**config.mk**
```make
export PLATFORM = sky130hd
export DESIGN_NAME = point_rotate_translate_3d_top
export DESIGN_NICKNAME = d
export VERILOG_FILES = /design/src/design/prt3d_pkg.sv /design/src/design/prt3d_cfg.sv /design/src/design/prt3d_xform.sv /design/src/design/point_rotate_translate_3d_top.sv
export SDC_FILE = /design/constraint.sdc
export NUM_CORES = 2
export LEC_CHECK = 0
export BUFFER_PORTS_ARGS = -buffer_cell sky130_fd_sc_hd__buf_2
export CORE_MARGIN = 2
export CORE_UTILIZATION = 30
export DETAILED_ROUTE_END_ITERATION = 10
export HOLD_SLACK_MARGIN = 0.08
export PLACE_DENSITY = 0.55
export SKIP_LAST_GASP = 1
export SLEW_MARGIN = 20
export SYNTH_ARGS = -nofsm -noshare
export SYNTH_HDL_FRONTEND = slang
export SYNTH_SLANG_ARGS = --single-unit
```
**constraint.sdc**
```tcl
create_clock -name clk -period 17.88 [get_ports clk]
set_input_delay 2.682 -clock clk [delete_from_list [all_inputs] [get_ports clk]]
set_output_delay 2.682 -clock clk [all_outputs]
set_load 0.01 [all_outputs]
```
**src/design/prt3d_pkg.sv**
```systemverilog
// shared types, constants and trig helpers for the 3d point rotate/translate block
package prt3d_pkg;

    localparam int COORD_WIDTH    = 16;
    localparam int TRIG_FRAC_BITS = 15;
    localparam int TABLE_FRAC     = 15;
    localparam int TRIG_W         = TRIG_FRAC_BITS + 2;
    localparam int ANGLE_W        = 9;
    localparam int FULL_TURN      = 360;
    localparam int QUARTER_TURN   = 90;
    localparam int ENTRY_W        = 17;
    localparam int QIDX_W         = 7;

    localparam int SH_UP     = (TRIG_FRAC_BITS >= TABLE_FRAC) ? TRIG_FRAC_BITS - TABLE_FRAC : 0;
    localparam int SH_DN     = (TRIG_FRAC_BITS < TABLE_FRAC) ? TABLE_FRAC - TRIG_FRAC_BITS : 0;
    localparam int ROUND_ADD = (SH_DN > 0) ? (1 << (SH_DN - 1)) : 0;

    localparam int OP_W         = 2;
    localparam int REG_IDX_W    = 2;
    localparam int CFG_DATA_W   = (COORD_WIDTH > ANGLE_W) ? COORD_WIDTH : ANGLE_W;
    localparam int IN_FIELDS_W  = OP_W + 3 * COORD_WIDTH;
    localparam int IN_TDATA_W   = ((IN_FIELDS_W + 7) / 8) * 8;
    localparam int OUT_FIELDS_W = 3 * COORD_WIDTH;
    localparam int OUT_TDATA_W  = ((OUT_FIELDS_W + 7) / 8) * 8;

    typedef enum logic [OP_W-1:0] {
        OP_ROT_Y = 2'd0,
        OP_ROT_X = 2'd1,
        OP_SHIFT = 2'd2,
        OP_PASS  = 2'd3
    } op_t;

    typedef enum logic [REG_IDX_W-1:0] {
        REG_ANGLE   = 2'd0,
        REG_SHIFT_X = 2'd1,
        REG_SHIFT_Y = 2'd2,
        REG_SHIFT_Z = 2'd3
    } reg_idx_t;

    typedef logic signed [COORD_WIDTH-1:0] coord_t;
    typedef logic signed [TRIG_W-1:0]      trig_t;

    // the last declared field (op) sits in the lowest bits
    typedef struct packed {
        coord_t z;
        coord_t y;
        coord_t x;
        op_t    op;
    } item_t;

    typedef struct packed {
        coord_t z;
        coord_t y;
        coord_t x;
    } result_t;

    typedef struct packed {
        trig_t  sin_val;
        trig_t  cos_val;
        coord_t shift_x;
        coord_t shift_y;
        coord_t shift_z;
    } xform_cfg_t;

    // round(2^15 * sin(d)), d = 0..90
    localparam logic [ENTRY_W-1:0] QSINE [0:QUARTER_TURN] = '{
            0,   572,  1144,  1715,  2286,  2856,  3425,  3993,  4560,  5126,
         5690,  6252,  6813,  7371,  7927,  8481,  9032,  9580, 10126, 10668,
        11207, 11743, 12275, 12803, 13328, 13848, 14365, 14876, 15384, 15886,
        16384, 16877, 17364, 17847, 18324, 18795, 19261, 19720, 20174, 20622,
        21063, 21498, 21926, 22348, 22763, 23170, 23571, 23965, 24351, 24730,
        25102, 25466, 25822, 26170, 26510, 26842, 27166, 27482, 27789, 28088,
        28378, 28660, 28932, 29197, 29452, 29698, 29935, 30163, 30382, 30592,
        30792, 30983, 31164, 31336, 31499, 31651, 31795, 31928, 32052, 32166,
        32270, 32365, 32449, 32524, 32588, 32643, 32688, 32723, 32748, 32763,
        32768
    };

    localparam trig_t TRIG_ONE = TRIG_W'(1) << TRIG_FRAC_BITS;

    function automatic trig_t scale_entry(logic [ENTRY_W-1:0] e);
        logic [ENTRY_W:0] rounded;
        trig_t            res;
        rounded = {1'b0, e} + (ENTRY_W + 1)'(ROUND_ADD);
        if (TRIG_FRAC_BITS >= TABLE_FRAC)
        begin
            res = TRIG_W'(e) << SH_UP;
        end
        else
        begin
            res = TRIG_W'(rounded >> SH_DN);
        end
        return res;
    endfunction

    function automatic logic [ANGLE_W-1:0] reduce_angle(logic [ANGLE_W-1:0] a);
        logic [ANGLE_W-1:0] res;
        if (a >= ANGLE_W'(FULL_TURN))
        begin
            res = a - ANGLE_W'(FULL_TURN);
        end
        else
        begin
            res = a;
        end
        return res;
    endfunction

    // a is already below a full turn
    function automatic trig_t fixed_sine(logic [ANGLE_W-1:0] a);
        logic [1:0]         q;
        logic [ANGLE_W-1:0] r;
        logic [QIDX_W-1:0]  idx;
        trig_t              mag;
        if (a >= ANGLE_W'(3 * QUARTER_TURN))
        begin
            q = 2'd3;
            r = a - ANGLE_W'(3 * QUARTER_TURN);
        end
        else if (a >= ANGLE_W'(2 * QUARTER_TURN))
        begin
            q = 2'd2;
            r = a - ANGLE_W'(2 * QUARTER_TURN);
        end
        else if (a >= ANGLE_W'(QUARTER_TURN))
        begin
            q = 2'd1;
            r = a - ANGLE_W'(QUARTER_TURN);
        end
        else
        begin
            q = 2'd0;
            r = a;
        end
        idx = q[0] ? (QIDX_W'(QUARTER_TURN) - r[QIDX_W-1:0]) : r[QIDX_W-1:0];
        mag = scale_entry(QSINE[idx]);
        return q[1] ? -mag : mag;
    endfunction

    function automatic trig_t fixed_cosine(logic [ANGLE_W-1:0] a);
        logic [ANGLE_W-1:0] b;
        b = reduce_angle(a + ANGLE_W'(QUARTER_TURN));
        return fixed_sine(b);
    endfunction

endpackage

```
**src/design/prt3d_cfg.sv**
```systemverilog
// configuration registers with sine and cosine looked up on the angle write
module prt3d_cfg (
    input  logic                                clk,
    input  logic                                rst_n,
    input  logic                                cfg_wr_en,
    input  prt3d_pkg::reg_idx_t                 cfg_addr,
    input  logic [prt3d_pkg::CFG_DATA_W-1:0]    cfg_wdata,
    output prt3d_pkg::xform_cfg_t               cfg
);
    import prt3d_pkg::*;

    trig_t              sin_reg, sin_next;
    trig_t              cos_reg, cos_next;
    coord_t             shift_x_reg, shift_x_next;
    coord_t             shift_y_reg, shift_y_next;
    coord_t             shift_z_reg, shift_z_next;
    logic [ANGLE_W-1:0] angle_in;

    assign angle_in = reduce_angle(cfg_wdata[ANGLE_W-1:0]);

    always_comb
    begin
        sin_next     = sin_reg;
        cos_next     = cos_reg;
        shift_x_next = shift_x_reg;
        shift_y_next = shift_y_reg;
        shift_z_next = shift_z_reg;
        if (cfg_wr_en)
        begin
            unique case (cfg_addr)
                REG_ANGLE:
                begin
                    sin_next = fixed_sine(angle_in);
                    cos_next = fixed_cosine(angle_in);
                end
                REG_SHIFT_X: shift_x_next = cfg_wdata[COORD_WIDTH-1:0];
                REG_SHIFT_Y: shift_y_next = cfg_wdata[COORD_WIDTH-1:0];
                REG_SHIFT_Z: shift_z_next = cfg_wdata[COORD_WIDTH-1:0];
                default:
                begin
                end
            endcase
        end
    end

    always_ff @(posedge clk or negedge rst_n)
    begin
        if (!rst_n)
        begin
            sin_reg     <= '0;
            cos_reg     <= TRIG_ONE;
            shift_x_reg <= '0;
            shift_y_reg <= '0;
            shift_z_reg <= '0;
        end
        else
        begin
            sin_reg     <= sin_next;
            cos_reg     <= cos_next;
            shift_x_reg <= shift_x_next;
            shift_y_reg <= shift_y_next;
            shift_z_reg <= shift_z_next;
        end
    end

    assign cfg.sin_val = sin_reg;
    assign cfg.cos_val = cos_reg;
    assign cfg.shift_x = shift_x_reg;
    assign cfg.shift_y = shift_y_reg;
    assign cfg.shift_z = shift_z_reg;

endmodule

```
**src/design/prt3d_xform.sv**
```systemverilog
// rotation and translation datapath between the input and result registers
module prt3d_xform (
    input  prt3d_pkg::item_t        item,
    input  prt3d_pkg::xform_cfg_t   cfg,
    output prt3d_pkg::result_t      res
);
    import prt3d_pkg::*;

    localparam int PROD_W = COORD_WIDTH + TRIG_W;
    localparam int SUM_W  = PROD_W + 1;
    localparam int ADD_W  = COORD_WIDTH + 1;

    typedef logic signed [PROD_W-1:0] prod_t;
    typedef logic signed [SUM_W-1:0]  sum_t;
    typedef logic signed [ADD_W-1:0]  add_t;

    localparam sum_t SUM_MAX  = SUM_W'((1 << (COORD_WIDTH - 1)) - 1);
    localparam sum_t SUM_MIN  = -SUM_MAX - SUM_W'(1);
    localparam sum_t FRAC_ADJ = SUM_W'((1 << TRIG_FRAC_BITS) - 1);
    localparam add_t ADD_MAX  = ADD_W'((1 << (COORD_WIDTH - 1)) - 1);
    localparam add_t ADD_MIN  = -ADD_MAX - ADD_W'(1);

    // truncate toward zero, then clamp to the coordinate range
    function automatic coord_t to_coord(sum_t s);
        sum_t adj;
        sum_t q;
        coord_t r;
        adj = s + (s[SUM_W-1] ? FRAC_ADJ : '0);
        q   = adj >>> TRIG_FRAC_BITS;
        if (q > SUM_MAX)
        begin
            r = SUM_MAX[COORD_WIDTH-1:0];
        end
        else if (q < SUM_MIN)
        begin
            r = SUM_MIN[COORD_WIDTH-1:0];
        end
        else
        begin
            r = q[COORD_WIDTH-1:0];
        end
        return r;
    endfunction

    function automatic coord_t sat_add(coord_t a, coord_t b);
        add_t s;
        coord_t r;
        s = ADD_W'(a) + ADD_W'(b);
        if (s > ADD_MAX)
        begin
            r = ADD_MAX[COORD_WIDTH-1:0];
        end
        else if (s < ADD_MIN)
        begin
            r = ADD_MIN[COORD_WIDTH-1:0];
        end
        else
        begin
            r = s[COORD_WIDTH-1:0];
        end
        return r;
    endfunction

    prod_t a_cos, b_sin, b_cos, a_sin;
    coord_t a_val, b_val;
    coord_t rot_a, rot_b;

    // the rotating pair: (x, z) about y, (y, z) about x
    assign a_val = (item.op == OP_ROT_X) ? item.y : item.x;
    assign b_val = item.z;

    assign a_cos = PROD_W'(a_val) * PROD_W'(cfg.cos_val);
    assign a_sin = PROD_W'(a_val) * PROD_W'(cfg.sin_val);
    assign b_cos = PROD_W'(b_val) * PROD_W'(cfg.cos_val);
    assign b_sin = PROD_W'(b_val) * PROD_W'(cfg.sin_val);

    always_comb
    begin
        rot_a = '0;
        rot_b = '0;
        res.x = item.x;
        res.y = item.y;
        res.z = item.z;
        unique case (item.op)
            OP_ROT_Y:
            begin
                rot_a = to_coord(SUM_W'(a_cos) + SUM_W'(b_sin));
                rot_b = to_coord(SUM_W'(b_cos) - SUM_W'(a_sin));
                res.x = rot_a;
                res.z = rot_b;
            end
            OP_ROT_X:
            begin
                rot_a = to_coord(SUM_W'(a_cos) - SUM_W'(b_sin));
                rot_b = to_coord(SUM_W'(a_sin) + SUM_W'(b_cos));
                res.y = rot_a;
                res.z = rot_b;
            end
            OP_SHIFT:
            begin
                res.x = sat_add(item.x, cfg.shift_x);
                res.y = sat_add(item.y, cfg.shift_y);
                res.z = sat_add(item.z, cfg.shift_z);
            end
            OP_PASS:
            begin
            end
            default:
            begin
            end
        endcase
    end

endmodule

```
**src/design/point_rotate_translate_3d_top.sv**
```systemverilog
// top level of the 3d point rotate/translate block
//
// one point in on the s_ side, one transformed point out on the m_ side per beat
// s_tdata carries the operation and the point, m_tdata the transformed point
// operation 0 rotates about y, 1 about x, 2 adds the shift registers, 3 passes through
// the config port writes angle_deg, shift_x, shift_y, shift_z at indexes 0 to 3;
// sine and cosine are looked up when the angle is written
// a taken beat goes from the input register to the result register that drives m_tdata
// throughput: one point per cycle while m_tready is high, set by the input register and
// result register each holding one point, with the four products worked in parallel
// between them; when m_tready is low the result register holds and the input register
// still takes one more beat; s_tready falls only when both are full
// reset clears both valid flags, the angle to 0 and the shifts to 0
module point_rotate_translate_3d_top (
    input  logic                                clk,
    input  logic                                rst_n,
    input  logic                                s_tvalid,
    output logic                                s_tready,
    input  logic [prt3d_pkg::IN_TDATA_W-1:0]    s_tdata,   // operation, in_x, in_y, in_z
    output logic                                m_tvalid,
    input  logic                                m_tready,
    output logic [prt3d_pkg::OUT_TDATA_W-1:0]   m_tdata,   // out_x, out_y, out_z
    input  logic                                cfg_wr_en,
    input  prt3d_pkg::reg_idx_t                 cfg_addr,
    input  logic [prt3d_pkg::CFG_DATA_W-1:0]    cfg_wdata
);
    import prt3d_pkg::*;

    xform_cfg_t cfg;
    item_t      in_item_reg, in_item_next;
    logic       in_valid_reg, in_valid_next;
    result_t    out_data_reg, out_data_next;
    logic       out_valid_reg, out_valid_next;
    result_t    res;
    logic       out_load;
    logic       in_load;

    prt3d_cfg u_cfg (
        .clk       (clk),
        .rst_n     (rst_n),
        .cfg_wr_en (cfg_wr_en),
        .cfg_addr  (cfg_addr),
        .cfg_wdata (cfg_wdata),
        .cfg       (cfg)
    );

    prt3d_xform u_xform (
        .item (in_item_reg),
        .cfg  (cfg),
        .res  (res)
    );

    assign out_load = !out_valid_reg || m_tready;
    assign s_tready = !in_valid_reg || out_load;
    assign in_load  = s_tvalid && s_tready;

    always_comb
    begin
        in_item_next   = in_load ? item_t'(s_tdata[IN_FIELDS_W-1:0]) : in_item_reg;
        in_valid_next  = in_load || (in_valid_reg && !out_load);
        out_data_next  = (out_load && in_valid_reg) ? res : out_data_reg;
        out_valid_next = out_load ? in_valid_reg : out_valid_reg;
    end

    always_ff @(posedge clk or negedge rst_n)
    begin
        if (!rst_n)
        begin
            in_valid_reg  <= 1'b0;
            out_valid_reg <= 1'b0;
        end
        else
        begin
            in_valid_reg  <= in_valid_next;
            out_valid_reg <= out_valid_next;
        end
    end

    always_ff @(posedge clk)
    begin
        in_item_reg  <= in_item_next;
        out_data_reg <= out_data_next;
    end

    assign m_tvalid = out_valid_reg;
    assign m_tdata  = OUT_TDATA_W'(out_data_reg);

endmodule

```
* Word-level counts from Yosys, hierarchy flattened
Memories as Yosys holds them, arrays and structs flattened. Index checks and enable logic that the tools add are counted.
Word-level totals: flip-flop bits (word level) 182, memory bits (read-only) 4352, word-level logic and storage cells 148, memories 2
Memory list:
- (no name shown) | depth 128, width 17, rd ports 1, clocked after memory_dff 0, wr ports 0, line prt3d_pkg.sv:136 | mag = scale_entry(QSINE[idx]);
- (no name shown) | depth 128, width 17, rd ports 1, clocked after memory_dff 0, wr ports 0, line prt3d_pkg.sv:136
Cells by class: $add $sub $neg 24, multiply operators 4, $lt $le $gt $ge 24, eq/ne operators 5, mux-type cells 58, bitwise logic cells 2, reduce and logical (&&, ||, !) cells 15
Operators by type and width (count):
- $mux 16 | 15
- $mux 17 | 10
- $add 34x15->34 | 4
- $mul 16x17->33 | 4
- $mux 7 | 12
- $gt 19x16->1 const B | 4
- $lt 19x16->1 const B | 4
- $add 33x33->34 | 2
- $sub 33x33->34 | 2
- $pmux 16 s2 | 2
- $mux 15 | 4
- $add 16x16->17 | 3
- $gt 17x16->1 const B | 3
- $lt 17x16->1 const B | 3
- $pmux 16 s3 | 1
- $ge 9x9->1 const B | 4
- $mux 9 | 4
- $neg 17->17 | 2
- $ge 9x7->1 const B | 2
- $ge 9x8->1 const B | 2
- $sub 9x9->9 const B | 2
- $ge 8x8->1 const B | 2
- $mux 2 | 8
- $not 7->8 | 2
- other kinds (13) | 31

* Logic depth before layout (Yosys ltp)
depth in word-level cells 23, gate-level depth with buffers 63, mapped depth without buffers 58

* Cells and area by module
A second synthesis with hierarchy kept.
Unflattened totals: cells, all modules 8057, area total of the unflattened synthesis 67897.6 um^2
Modules (own cells, without submodules):
- prt3d_xform | times used 1, cells an instance 6563, area an instance 54312.1 um^2, sequential area each 0.0 um^2
- prt3d_cfg | times used 1, cells an instance 1388, area an instance 10538.9 um^2, sequential area each 2053.2 um^2
- point_rotate_translate_3d_top | times used 1, cells an instance 106, area an instance 3046.7 um^2, sequential area each 2992.9 um^2

* Worst setup path after synthesis
OpenSTA, ideal clock, no wires.
kind register to register, start reg in_item_reg[1] in the netlist's numbering, end reg out_data_reg, in the netlist m_tdata[36], data pin, setup time 0.261 ns, arrival 12.767 ns, data required time 17.619 ns, slack 4.852 ns, cell stages (with the launch flop) 61, path through edfxtp_1 -> inv_1 -> ha_1 -> clkbuf_1 -> clkbuf_1 -> mux2_2 -> clkbuf_1 -> and2_1 -> fa_1 -> fa_1 -> ha_1 -> fa_1 -> inv_1 -> fa_1 -> fa_1 -> inv_1 -> ha_1 -> o21ai_0 -> [... 25 more ...] -> a31oi_1 -> ha_1 -> a21o_1 -> a21oi_1 -> nor2_1 -> nor2_1 -> nand4_1 -> nor2_1 -> nand4_1 -> a21oi_1 -> or4b_1 -> or3b_1 -> or4_1 -> nor4b_1 -> a21o_1 -> or2_1 -> clkbuf_1 -> o32a_1
RTL lines:
- start: declaration | line point_rotate_translate_3d_top.sv:30 | item_t in_item_reg, in_item_next;
- start signal: assignment | line point_rotate_translate_3d_top.sv:81 | in_item_reg <= in_item_next;
- end signal: assignment | line point_rotate_translate_3d_top.sv:82 | out_data_reg <= out_data_next;
- end: declaration | line point_rotate_translate_3d_top.sv:32 | result_t out_data_reg, out_data_next;

==> metrics.txt <==
run status=complete, no violations; Min Clock Period, post-route=16.12 ns; number of remaining DRC errors=0; critical register-to-register path startpoint=in_item_reg[1]; launching instance or port of the critical path=in_item_reg[1]; Period Utilization, post-route=90.1%; combinational family with the most area after synthesis=adder cells; worst slew pin tran=1.11 ns; adder-cell area share of the yosys netlist=44.3%; share of async-settable or async-resettable flops after synthesis=46.2%; number of synthesized register bits=182; number of flops mapped to enable cells by yosys=98; Finished Layout Cells=10,600; wire length of the first global-routing pass=between 300 and 400 mm; data arrival time of the critical path=16.47 ns; setup skew after layout=0.0267 ns; register-to-register setup slack=1.76 ns; post-synthesis simple-gate area fraction=16.5%; GRT Overall Usage=18.6%; cell at the root of the clock tree=sky130_fd_sc_hd__clkbuf_16; number of max-slew violations in the final report=0; Die Y-Extent=around 470 um; Detailed Route Iter0 Violations=4,330; mean post-synth cell area=8.42 um^2; IO Count=129; clock edge transition at the registers on the reported setup and hold paths=0.09 ns; total number of vias=around 54,000; maximum clock rate=62.0 MHz; Post-synth top flop=sky130_fd_sc_hd__edfxtp_1; average wire per cell in the routed design=around 19 um; number of fill cells in the layout=23,200; hold buffer count at CTS=0; area fraction of the dominant cell type after synthesis=33.6%; sink of the worst hold path=u_cfg.sin_reg[3]; Total Nets Final=9,482; data required time at the worst endpoint=18.23 ns; Register-to-Register Path Depth=between 50 and 60; number of antenna violations at the first check in global routing=13; number of nets produced by synthesis=9,606; Post-Synthesis Cells=7,851; via-per-instance ratio=slightly above 5; reg-to-reg critical path endpoint=m_tdata[17]; startpoint kind of the worst setup timing path=register; # Max-Cap Violations=0; number of post-CTS setup repair buffers=0; number of buffers inserted during clock tree synthesis=17; flip-flop count of the largest register after layout=50; slowest cell delay on critical path=0.78 ns; library cell with the highest instance count after synthesis=sky130_fd_sc_hd__inv_1; multiplexer area fraction after synthesis=1.67%; cell depth of the worst hold path=2; die area=0.224 mm^2; number of H-tree branching levels=4; DRT Wirelength=205 mm; biggest area contributors in the synthesized netlist=sky130_fd_sc_hd__fa_1 (34%), sky130_fd_sc_hd__ha_1 (11%), sky130_fd_sc_hd__inv_1 (8.6%); placed cell areas=0.0698 mm^2; sequential cell area fraction in the yosys report=7.63%; XOR/XNOR share of the synthesized area=5.21%; number of routed nets with antenna violations=0; worst relative slew slack=26.2%; compound-cell area share of the yosys netlist=a little over an eighth; cell total after placement=10,600; Crit Path Category=reg -> reg; Die Span X=around 470 um; Floorplan Core Area=0.220 mm^2; number of I/O port buffers=122; area of combinational cells with multiple inputs=approximately 0.054 mm^2; count of cells resized by post-cts repair=0; clock tree from TritonCTS=built; Num Clock Sinks=182; placer's final routability congestion estimate=0.887; Hold Startpoint=u_cfg.sin_reg[3]; setup repair after global routing missed its margin=no; number of buffers on the longest clock path=2; number of synthesis warnings=0; post-route design area=roughly 0.07 mm^2; number of endpoints with negative hold slack in the final report=0; Initial Util=30.1%; proportion of layout cells with a drive suffix above 1=5.65%; most frequent cell on the critical path=sky130_fd_sc_hd__o21ai_0; total grt overflow=0; synthesized area=0.0661 mm^2; post-detail-place hpwl=~160 mm; maximum number of pins on one net before global-route repair=between 60 and 70; largest fanout of any net on the critical path=25; clock latency at the later pin of the worst-skew pair=0.55 ns; number of distinct library cells after synthesis=between 100 and 150; area used by sequential logic in the layout=0.00505 mm^2; row cnt=around 170; Setup-failing EPs final=0; category of the worst setup path capture point=register; vias in the first global route=roughly 56,000; class of the most critical hold timing path=reg -> reg; area growth from synthesis to final layout=6.48%; TritonRoute pass-1 iters=6; post-synthesis cell type with the largest combined area=sky130_fd_sc_hd__fa_1; Synth top cells by count=sky130_fd_sc_hd__inv_1 (1,521), sky130_fd_sc_hd__fa_1 (1,111), sky130_fd_sc_hd__nand2_1 (839); slowest stage cell, crit path=sky130_fd_sc_hd__mux2_2; post-route setup TNS=0 ns
-- per-stage QoR --
step / hold slack, ns / worst slack [ns] / utilization [%]
floorplan: 0.449 / 4.85 / -
global route: 0.515 / 0.530 / 32.1
CTS: 0.489 / 1.93 / 32.1
finish: 0.485 / 1.76 / 32.1
global placement: 0.462 / 2.16 / 31.8
detailed placement: 0.472 / 2.03 / 31.8
-- worst max-delay path by stage --
| stage | end | slack (ns) | cells past startpoint |
|---|---|---|---|
| 3_5_place_dp | m_tdata[30] | 2.03 | 54 |
| 2_1_floorplan | m_tdata[36] | 4.85 | 60 |
| 6_report | m_tdata[17] | 1.76 | 52 |
| 3_3_place_gp | m_tdata[30] | 2.16 | 54 |
| 4_1_cts | m_tdata[30] | 1.93 | 54 |
| 5_1_grt | m_tdata[22] | 0.53 | 52 |
-- layer usage --
layer	GRT usage (%)	routed length, um
met2	29.8	93000
met4	4.13	4650
met1	26.5	93600
met5	0	46
met3	2.41	13600
-- worst max-delay path, delay by kind of cell, from the launching register on --
| kind | cells | cell delay (ns) |
|---|---|---|
| simple gates | 12 | 3.19 |
| flops | 1 | 0.44 |
| compound gates | 23 | 6.61 |
| fa+ha+maj | 10 | 4.20 |
| mux | 1 | 0.78 |
| buf+inv | 5 | 0.44 |
| xor+xnor | 1 | 0.19 |
-- layout make-up --
class	count	area share (%)
clock inverters	12	0.179
diodes	2	0.00711
multi-input cells	5754	76.6
clock buffers	20	0.680
well taps	2871	5.10
flip-flops and latches	182	7.16
repair buffers	241	2.14
inverters	1531	8.16
-- cell families (layout without fill, tap and decap cells) --
kind of cell / Yosys count / in the layout
simple gates: 2253 / 2253
other cells: 0 / 2
xor+xnor: 392 / 392
flops: 182 / 182
buf+inv: 1915 / 1804
fa+ha+maj: 1676 / 1676
compound gates: 1338 / 1338
mux: 95 / 95
-- cells in the final DEF (no fill, tap or decap), types with 72 or more instances in the layout --
| cell | instances |
|---|---|
| sky130_fd_sc_hd__and2_1 | 446 |
| sky130_fd_sc_hd__buf_2 | 121 |
| sky130_fd_sc_hd__ha_1 | 564 |
| sky130_fd_sc_hd__inv_1 | 1521 |
| sky130_fd_sc_hd__nand2_1 | 839 |
| sky130_fd_sc_hd__buf_4 | 119 |
| sky130_fd_sc_hd__dfrtp_1 | 83 |
| sky130_fd_sc_hd__fa_1 | 1111 |
| sky130_fd_sc_hd__a21oi_1 | 327 |
| sky130_fd_sc_hd__edfxtp_1 | 98 |
| sky130_fd_sc_hd__nand3_1 | 101 |
| sky130_fd_sc_hd__nor2_1 | 408 |
| sky130_fd_sc_hd__xnor2_1 | 325 |
| sky130_fd_sc_hd__o21ai_0 | 287 |
| sky130_fd_sc_hd__o21bai_1 | 100 |
| sky130_fd_sc_hd__nor2b_1 | 72 |
| sky130_fd_sc_hd__nor3_1 | 121 |
Power is left out: the tool's default activity adds up to more than one toggle a clock period on the data nets, which glitch-free logic cannot reach.
